<file path="src/matrix_multiply_4x4_macros.svh">
// Assertion macros used by the file that checks the matrix multiplier.
`ifndef MATRIX_MULTIPLY_4X4_MACROS_SVH
`define MATRIX_MULTIPLY_4X4_MACROS_SVH

// The consequent must hold in the same cycle as the antecedent.
`define MM4_ASSERT_SAME(label, ante, cons) \
    label: assert property (@(posedge clk) disable iff (!rst_n) (ante) |-> (cons)) \
        else $error("same-cycle check failed");

// The consequent must hold in the cycle after the antecedent.
`define MM4_ASSERT_NEXT(label, ante, cons) \
    label: assert property (@(posedge clk) disable iff (!rst_n) (ante) |=> (cons)) \
        else $error("next-cycle check failed");

`endif

</file>
<file path="src/mm4_pkg.sv">
package mm4_pkg;

    // Matrix geometry.
    localparam int MAT_N     = 4;
    localparam int MAT_ELEMS = 16;
    localparam int IDX_W     = 4;
    localparam int CNT_W     = 5;
    localparam int STEP_W    = 6;

    localparam logic [CNT_W-1:0]  LAST_LOAD = 5'd31;
    localparam logic [STEP_W-1:0] LAST_STEP = 6'd63;
    localparam logic [IDX_W-1:0]  LAST_IDX  = 4'd15;
    localparam logic [1:0]        LAST_K    = 2'd3;

    // Sideband that travels with each multiply-accumulate step.
    typedef struct packed {
        logic             vld;
        logic             first;
        logic             klast;
        logic [IDX_W-1:0] idx;
    } tag_t;

    typedef enum logic [2:0] {
        ST_LOAD  = 3'b001,
        ST_ISSUE = 3'b010,
        ST_DRAIN = 3'b100
    } state_t;

endpackage

</file>
<file path="src/mm4_mac.sv">
module mm4_mac #(
    parameter int DATA_WIDTH = 32,
    parameter int FRAC_BITS  = 16
) (
    input  logic                          clk,
    input  logic                          rst_n,
    input  mm4_pkg::tag_t                 tag_in,
    input  logic signed [DATA_WIDTH-1:0]  a_data,
    input  logic signed [DATA_WIDTH-1:0]  b_data,
    output logic                          res_valid,
    output logic [31:0]                   res_value,
    output logic [mm4_pkg::IDX_W-1:0]     res_idx
);
    import mm4_pkg::*;

    localparam int PROD_W = 2 * DATA_WIDTH;
    localparam int ACC_W  = PROD_W + 2;
    localparam int HI_W   = ACC_W - DATA_WIDTH + 1;

    tag_t                     tag_s2_reg;
    tag_t                     tag_s3_reg;
    logic signed [PROD_W-1:0] prod_reg;
    logic signed [PROD_W-1:0] prod_next;
    logic signed [ACC_W-1:0]  acc_reg;
    logic signed [ACC_W-1:0]  acc_next;
    logic signed [ACC_W-1:0]  shifted;
    logic [HI_W-1:0]          hi_bits;
    logic signed [DATA_WIDTH-1:0] sat_value;
    logic                     res_valid_reg;
    logic [31:0]              res_value_reg;
    logic [IDX_W-1:0]         res_idx_reg;

    // Stage 2: one signed multiply, registered.
    assign prod_next = PROD_W'(a_data) * PROD_W'(b_data);

    // Stage 3: the running sum restarts on the first term of each element.
    assign acc_next = (tag_s2_reg.first ? ACC_W'(0) : acc_reg) + ACC_W'(prod_reg);

    // Stage 4: truncate toward minus infinity, then clamp to the data range.
    assign shifted = acc_reg >>> FRAC_BITS;
    assign hi_bits = shifted[ACC_W-1:DATA_WIDTH-1];

    always_comb
    begin
        sat_value = shifted[DATA_WIDTH-1:0];
        if (shifted[ACC_W-1] && !(&hi_bits)) begin
            sat_value = {1'b1, {(DATA_WIDTH-1){1'b0}}};
        end else if (!shifted[ACC_W-1] && (|hi_bits)) begin
            sat_value = {1'b0, {(DATA_WIDTH-1){1'b1}}};
        end
    end

    always_ff @(posedge clk or negedge rst_n)
    begin
        if (!rst_n) begin
            tag_s2_reg    <= '0;
            tag_s3_reg    <= '0;
            res_valid_reg <= 1'b0;
        end else begin
            tag_s2_reg    <= tag_in;
            tag_s3_reg    <= tag_s2_reg;
            res_valid_reg <= tag_s3_reg.vld && tag_s3_reg.klast;
        end
    end

    always_ff @(posedge clk)
    begin
        prod_reg <= prod_next;
        if (tag_s2_reg.vld) begin
            acc_reg <= acc_next;
        end
        if (tag_s3_reg.vld && tag_s3_reg.klast) begin
            res_value_reg <= 32'(sat_value);
            res_idx_reg   <= tag_s3_reg.idx;
        end
    end

    assign res_valid = res_valid_reg;
    assign res_value = res_value_reg;
    assign res_idx   = res_idx_reg;

endmodule

</file>
<file path="src/matrix_multiply_4x4.sv">
// Loading takes one element per cycle; start is taken whenever busy is low.
// After the transfer of the 32nd element the block is busy until the last result:
// each result leaves through the read, multiply, accumulate and saturate registers.
// A run handles 32 elements and is paced by the single multiply-accumulate unit,
// which handles 64 steps per run; no new element is taken until the run ends.
// rst_n clears the load count and the sequencer; the receiver cannot stall.
`include "matrix_multiply_4x4_macros.svh"

module matrix_multiply_4x4 #(
    parameter int DATA_WIDTH = 32,
    parameter int FRAC_BITS  = 16
) (
    input  logic               clk,
    input  logic               rst_n,
    input  logic               start,
    output logic               busy,
    input  logic signed [31:0] element_value,
    output logic               result_valid,
    output logic signed [31:0] product_value,
    output logic [1:0]         row_index,
    output logic [1:0]         col_index,
    output logic               last_result
);
    import mm4_pkg::*;

    // The two operand matrices live in small synchronous memories. Each has
    // one write port, used while loading, and one read port with registered
    // data, used while the products are formed.
    logic [DATA_WIDTH-1:0] a_mem [MAT_ELEMS];
    logic [DATA_WIDTH-1:0] b_mem [MAT_ELEMS];

    state_t            state_reg;
    state_t            state_next;
    logic [CNT_W-1:0]  load_count_reg;
    logic [CNT_W-1:0]  load_count_next;
    logic [STEP_W-1:0] step_reg;
    logic [STEP_W-1:0] step_next;
    tag_t              tag_issue;
    tag_t              tag_s1_reg;
    logic [DATA_WIDTH-1:0] a_q_reg;
    logic [DATA_WIDTH-1:0] b_q_reg;
    logic              load_xfer;
    logic [1:0]        step_row;
    logic [1:0]        step_col;
    logic [1:0]        step_k;
    logic [IDX_W-1:0]  a_rd_addr;
    logic [IDX_W-1:0]  b_rd_addr;
    logic              mac_valid;
    logic [31:0]       mac_value;
    logic [IDX_W-1:0]  mac_idx;

    // An element transfer happens only while the sequencer is in its load state.
    assign busy      = (state_reg != ST_LOAD);
    assign load_xfer = start && !busy;

    // The step counter walks row, column and inner index, inner index fastest.
    assign step_row  = step_reg[5:4];
    assign step_col  = step_reg[3:2];
    assign step_k    = step_reg[1:0];
    assign a_rd_addr = {step_row, step_k};
    assign b_rd_addr = {step_k, step_col};

    always_comb
    begin
        tag_issue.vld   = (state_reg == ST_ISSUE);
        tag_issue.first = (step_k == 2'd0);
        tag_issue.klast = (step_k == LAST_K);
        tag_issue.idx   = {step_row, step_col};
    end

    // The first half of the loads goes to the left matrix, the second half to
    // the right one. The final element's write lands before any read is issued,
    // so the memories need no forwarding.
    always_ff @(posedge clk)
    begin
        if (load_xfer && !load_count_reg[CNT_W-1]) begin
            a_mem[load_count_reg[IDX_W-1:0]] <= element_value[DATA_WIDTH-1:0];
        end
        a_q_reg <= a_mem[a_rd_addr];
    end

    always_ff @(posedge clk)
    begin
        if (load_xfer && load_count_reg[CNT_W-1]) begin
            b_mem[load_count_reg[IDX_W-1:0]] <= element_value[DATA_WIDTH-1:0];
        end
        b_q_reg <= b_mem[b_rd_addr];
    end

    // Sequencer: load 32 elements, issue 64 reads, then wait for the last result.
    always_comb
    begin
        state_next      = state_reg;
        load_count_next = load_count_reg;
        step_next       = step_reg;
        case (state_reg)
            ST_LOAD:
            begin
                if (load_xfer) begin
                    load_count_next = load_count_reg + CNT_W'(1);
                    if (load_count_reg == LAST_LOAD) begin
                        load_count_next = '0;
                        step_next       = '0;
                        state_next      = ST_ISSUE;
                    end
                end
            end
            ST_ISSUE:
            begin
                step_next = step_reg + STEP_W'(1);
                if (step_reg == LAST_STEP) begin
                    state_next = ST_DRAIN;
                end
            end
            ST_DRAIN:
            begin
                if (mac_valid && (mac_idx == LAST_IDX)) begin
                    state_next = ST_LOAD;
                end
            end
            default:
            begin
                state_next = ST_LOAD;
            end
        endcase
    end

    always_ff @(posedge clk or negedge rst_n)
    begin
        if (!rst_n) begin
            state_reg      <= ST_LOAD;
            load_count_reg <= '0;
            step_reg       <= '0;
            tag_s1_reg     <= '0;
        end else begin
            state_reg      <= state_next;
            load_count_reg <= load_count_next;
            step_reg       <= step_next;
            tag_s1_reg     <= tag_issue;
        end
    end

    // Multiply, accumulate, and scale/saturate stages.
    mm4_mac #(
        .DATA_WIDTH (DATA_WIDTH),
        .FRAC_BITS  (FRAC_BITS)
    ) u_mac (
        .clk       (clk),
        .rst_n     (rst_n),
        .tag_in    (tag_s1_reg),
        .a_data    (signed'(a_q_reg)),
        .b_data    (signed'(b_q_reg)),
        .res_valid (mac_valid),
        .res_value (mac_value),
        .res_idx   (mac_idx)
    );

    assign result_valid  = mac_valid;
    assign product_value = signed'(mac_value);
    assign row_index     = mac_idx[3:2];
    assign col_index     = mac_idx[1:0];
    assign last_result   = mac_valid && (mac_idx == LAST_IDX);

    // A result is only ever presented while a run is in progress.
    `MM4_ASSERT_SAME(a_result_in_run, result_valid, busy)
    // The transfer of the final element starts a run in the next cycle.
    `MM4_ASSERT_NEXT(a_run_starts, load_xfer && (load_count_reg == LAST_LOAD),
                     state_reg == ST_ISSUE)
    // After the last read the sequencer waits for the pipeline to drain.
    `MM4_ASSERT_NEXT(a_issue_ends, (state_reg == ST_ISSUE) && (step_reg == LAST_STEP),
                     state_reg == ST_DRAIN)
    // The load count never advances while the block is busy.
    `MM4_ASSERT_NEXT(a_count_holds, busy, $stable(load_count_reg) || (load_count_reg == '0))

endmodule
</file>
<file path="config.mk">
export PLATFORM = sky130hd
export DESIGN_NAME = matrix_multiply_4x4
export DESIGN_NICKNAME = d
export VERILOG_FILES = /design/src/mm4_pkg.sv /design/src/mm4_mac.sv /design/src/matrix_multiply_4x4.sv
export VERILOG_INCLUDE_DIRS = /design/src /design/src/src
export SDC_FILE = /design/constraint.sdc
export NUM_CORES = 2
export LEC_CHECK = 0
export BUFFER_PORTS_ARGS = -buffer_cell sky130_fd_sc_hd__buf_4
export CORE_ASPECT_RATIO = 1.4
export CORE_MARGIN = 1.5
export CORE_UTILIZATION = 34
export CTS_CLUSTER_DIAMETER = 60
export DETAILED_ROUTE_END_ITERATION = 10
export PLACE_DENSITY = 0.55
export REMOVE_ABC_BUFFERS = 1
export SYNTH_ARGS = -nofsm -noshare
export SYNTH_HDL_FRONTEND = slang
export SYNTH_SLANG_ARGS = --single-unit
</file>
<file path="constraint.sdc">
create_clock -name clk -period 18.9 [get_ports clk]
set_input_delay 3.78 -clock clk [delete_from_list [all_inputs] [get_ports clk]]
set_output_delay 3.78 -clock clk [all_outputs]
set_load 0.01 [all_outputs]
</file>
; ---- After elaboration in Yosys (flattened, before gate mapping)
; Memory sizes are Yosys's and may differ from the RTL's. A register that Yosys moved wholly into a read port is not among the register bits.
; Index checks and enable logic that the tools add are counted.
[totals]
regBits = 201
ramBits = 1024
in_bits = 35
output_inout_bits = 39
wordCells = 70
mem_count = 2
[op_classes]
n_addsub = 3
multipliers = 1
n_eq_ne = 12
mux = 15
n_reduce_logical = 18
[memory_table]
columns = memory, words, word_bits, read_ports, rd_clocked_by_memory_dff, write_ports, line
row1 = a_mem, 16, 32, 1, 1, 1, matrix_multiply_4x4.sv:29  ; logic [DATA_WIDTH-1:0] a_mem [MAT_ELEMS];
row2 = b_mem, 16, 32, 1, 1, 1, matrix_multiply_4x4.sv:30  ; logic [DATA_WIDTH-1:0] b_mem [MAT_ELEMS];
[op_table]
columns = cell, n
row1 = $add 66x64->66, 1
row2 = $mux 66, 1
row3 = $mul 32x32->64, 1
row4 = $mux 32, 1
row5 = $reduce_and 19->1, 1
row6 = $reduce_or 19->1, 1
row7 = $mux 3, 4
row8 = $mux 6, 2
row9 = $pmux 6 s2, 1
row10 = $pmux 3 s3, 1
row11 = $logic_and 1x1->1, 7
row12 = $add 6x1->6 const B, 1
row13 = $eq 6x6->1 const B, 1
row14 = $ne 2x2->1 const B, 3
row15 = $add 5x1->5 const B, 1
row16 = $eq 5x5->1 const B, 1
row17 = $mux 5, 1
row18 = $eq 4x4->1 const B, 1
row19 = $logic_not 1->1, 4
row20 = $mux 1, 4
row21 = $reduce_and 4->1, 1
row22 = $eq 3x1->1 const B, 1
row23 = $eq 3x2->1 const B, 1
row24 = $eq 3x3->1 const B, 1
row25 = 7 further kinds, 7

; ---- Longest topological paths before layout
[logic_depth]
ltp_word = 6
ltp_mapped = 29
depth_no_buf = 27

; ---- By module
; From an unflattened synthesis, not the netlist that was laid out.
[hier_totals]
cells_unflattened = 6651
hier_area_um2 = 87131.1
[modules_own_cells]
columns = mod, instances, cells_per_inst, area_per_inst_um2, seq_area_each_um2
row1 = mm4_mac, 1, 4887, 46034.2, 4694.5
row2 = matrix_multiply_4x4, 1, 1764, 41096.9, 32557.5

; ---- Least setup slack after synthesis
; Ideal clock, no wire load.
[synth_path]
path_kind = flip-flop to flip-flop
start = register a_q_reg[31], read port of a_mem
end = register u_mac.prod_reg[63]
setup_time_ns = 0.128
arrival_ns = 7.385
required_ns = 18.772
path_slack_ns = 11.387
path_stages_with_launch = 28
n_path_buf = 2
period_less_slack_ns = 7.513
cell_sequence = dfxtp_1 > clkbuf_1 > nand2_1 > inv_1 > fa_1 > inv_1 > fa_1 > inv_1 > fa_1 > fa_1 > inv_1 > fa_1 > inv_1 > fa_1 > inv_1 > fa_1 > inv_1 > fa_1 > ha_1 > clkbuf_1 > o21a_1 > nor2_1 > a21oi_1 > nor2b_1 > a211oi_1 > o21ai_1 > mux2i_1 > nand4_1
[synth_between]
elab_chain_cells = 1
[synth_rtl]
columns = item, line
row1 = "start, declared", matrix_multiply_4x4.sv:40  ; logic [DATA_WIDTH-1:0] a_q_reg;
row2 = $mul 32x32->64, mm4_mac.sv:34  ; assign prod_next = PROD_W'(a_data) * PROD_W'(b_data);
row3 = named net u_mac.prod_next[63], mm4_mac.sv:23  ; logic signed [PROD_W-1:0] prod_next;
row4 = "end signal, assigned", mm4_mac.sv:68  ; prod_reg <= prod_next;
row5 = "end, declared", mm4_mac.sv:22  ; logic signed [PROD_W-1:0] prod_reg;
; The timed path passes the listed nets, and every way through them passes these cells.
; A chain may end at the register's enable or synchronous reset.

; ---- Worst setup path in the final report
[layout_path]
start = register b_q_reg[9], read port of b_mem
end = register u_mac.prod_reg[63]
[layout_between]
elab_chain_cells = 1
[layout_rtl]
columns = item, line
row1 = "start, declared", matrix_multiply_4x4.sv:41  ; logic [DATA_WIDTH-1:0] b_q_reg;
row2 = $mul 32x32->64, mm4_mac.sv:34
row3 = named net u_mac.prod_next[63], mm4_mac.sv:23
; The timed path passes the listed nets, and every way through them passes these cells.

==> run metrics <==
slew margin rel. 26.8%; asr flop ratio synth under 10%; Tmin final 8720 ps; crit-path cells and2_1 > fa_1 > fa_1 > inv_1 > fa_1 > fa_1 > inv_1 > fa_1 > fa_1 > fa_1 > inv_1 > fa_1 > inv_1 > ha_1 > a21oi_1 > o21ai_0 > nor3_1 > nand2_1 > o211ai_1 > o21ai_1 > a211oi_1 > o21ai_1 > mux2i_1 > nand4_1; vias in the first global route 54800; # DRC 0; CP Class reg -> reg; postcts setup bufs 0; fmax 115 MHz; WHS approximately 350 ps; worst skew pair latency 810 ps; commonest cells after routing, fill and taps aside 1126 x edfxtp_1, 1083 x fa_1, 987 x inv_1; mapped cell area roughly 86000 sq um; FF+latch count, synth about 1300; GPL Wtd Cong 0.864; Top FF cell, synth edfxtp_1; Area after DPL about 91000 sq um; hold buffers post-CTS 0; DR vias/cell ~5; clk buf depth 4; CTS H-tree lvls 4; Critical Path Slowest Stage Cell dfxtp_2; TritonCTS clock tree done; cell mode on critical path fa_1; CP Capture Type flop; clock sinks ~1300; cell area after layout 95200 sq um; Final Max Slew Viols 0; Die ar. 257000 sq um; final core utilization 37.8%; Worst EP arrival 9350 ps; Final Cycle Share 46.1%; CP peak stage delay between 900 and 1000 ps; WL per Instance 22.6 um; Clock Skew 62.1 ps; Final ANT Viol Nets 0; Routed WL about 220000 um; GR Util All Layers 17.4%; run status completed; initial antenna violation count 13; post-cts sizing count 0; IO Count 74; EDFF count, synth 1126; Clock transition at path regs around 60 ps; largest area contributor in the netlist edfxtp_1; largest net degree at the start of global routing 118; die span in y roughly 600 um; Area Overhead vs Synth 10.3%; hold crit path type reg -> reg; routed via count 49100; Cell variety after synth 90; CP Max Fanout 32; total CTS buffers between 100 and 150; max cap viols 0; Rows roughly 220; Synth area leaders edfxtp_1 39%, fa_1 25%, mux4_2 8.4%, inv_1 4.3%, and2_1 3.8%; first-pass GRT wire length 338000 um; DP Wirelength 148000 um; warnings from Yosys 0; fill count 23900; Final Hold Violating Endpoints 0; Worst Tran Pin Value 1100 ps; top cell type's share of synthesized area 39.2%; RSZ-0062 raised after global routing no; initial core utilization 34.2%; Die X 429 um; Worst Setup Start Kind flop; setup TNS 0 ps; commonest non-fill, non-tap cell in the layout edfxtp_1; sequential fraction of the synthesis area 43.2%; endpoints failing setup 0; synthesized area per cell 13.5 sq um; global route total overflow 0; Clock Root Buffer clkbuf_16; Crit path required time slightly below 20000 ps; buffers added on ports 73; post-synthesis cell count 6405; fraction of layout cells with a size suffix above 1 roughly an eighth; Initial DRC Count 3398; Core Region 252000 sq um; Final nets about 7800; Detailed Routing Iterations Pass 1 6
==> stage by stage <==
step	cells	setup slack [ps]
after detailed placement	9550	10110
after global placement	9550	10190
after CTS	9792	10090
final	9796	10180
after global routing	9793	9650
after floorplan	6072	10910
==> synthesized netlist by cell type, types with 10 or more instances <==
library cell  number
ha_1             256
o21ai_0           75
nand2b_1          18
dfrtp_1           34
a21oi_1          140
nor3_1            22
fa_1            1083
buf_1             38
clkbuf_1         279
nor2_1           114
nor2b_1          103
a31oi_1           19
and2_1           525
a21o_1            65
inv_1            987
o21bai_1          26
nand2_1          647
xnor2_1           84
and3_1            14
a211oi_1          10
edfxtp_1        1126
o21a_1            15
nand4_1           41
mux4_2           320
dfxtp_1          128
nand3_1           32
xor2_1            54
==> cell families after synthesis <==
logic type / after synthesis / synth area share (%)
XOR/XNOR: 138 / 1.40
flip-flops: 1289 / 43.2
AND/OR/NAND/NOR: 1560 / 9.08
buffers and inverters: 1321 / 5.84
multiplexers: 324 / 8.40
AO/OA/AOI/OAI: 434 / 3.27
adder cells (fa/ha/maj): 1339 / 28.8
==> worst max-delay path: cells and delay by family (launching register included) <==
family / cells / cell delay (ps)
buffers and inverters: 4 / 240
AO/OA/AOI/OAI: 6 / 2070
adder cells (fa/ha/maj): 9 / 4460
AND/OR/NAND/NOR: 4 / 670
flip-flops: 1 / 930
multiplexers: 1 / 180
==> cell type report <==
class	count	area [sq um]	area share [%]
Multi-Input combinational cell	3795	44200	46.5
Sequential cell	1289	37300	39.2
Tap cell	3300	4130	4.34
Clock buffer	180	3820	4.01
Inverter	988	3710	3.89
Timing Repair Buffer	178	1350	1.42
Clock inverter	62	657	0.690
Antenna cell	4	10.0	0.0105
==> final timing paths <==
path	to	start	cells after the start	slack (ps)
setup / recovery	u_mac.prod_reg[63]$_DFF_P_	b_q_reg[9]$_DFF_P_	24	10180
hold / removal	u_mac.tag_s3_reg[3]$_DFF_PN0_	u_mac.tag_s2_reg[3]$_DFF_PN0_	0	350
setup reg to reg	u_mac.prod_reg[63]$_DFF_P_	b_q_reg[9]$_DFF_P_	24	10180
hold reg to reg	u_mac.tag_s3_reg[3]$_DFF_PN0_	u_mac.tag_s2_reg[3]$_DFF_PN0_	0	350
max in group asynchronous	u_mac.tag_s2_reg[5]$_DFF_PN0_	rst_n	1	15600
min in group asynchronous	tag_s1_reg[1]$_DFF_PN0_	rst_n	1	2950
==> routing by layer <==
layer  vias to the layer above  GRT usage [%]  share of wire [%]
li1                      21200              -                  -
met1                     26200           20.5                 39
met2                      1278           32.5                 53
met3                       431           2.20                4.6
met4                        10           5.87                3.4
met5                         -              0              0.034
Power is not shown: default switching activity piles up to over one toggle a cycle in this logic, so the estimate is an artifact.
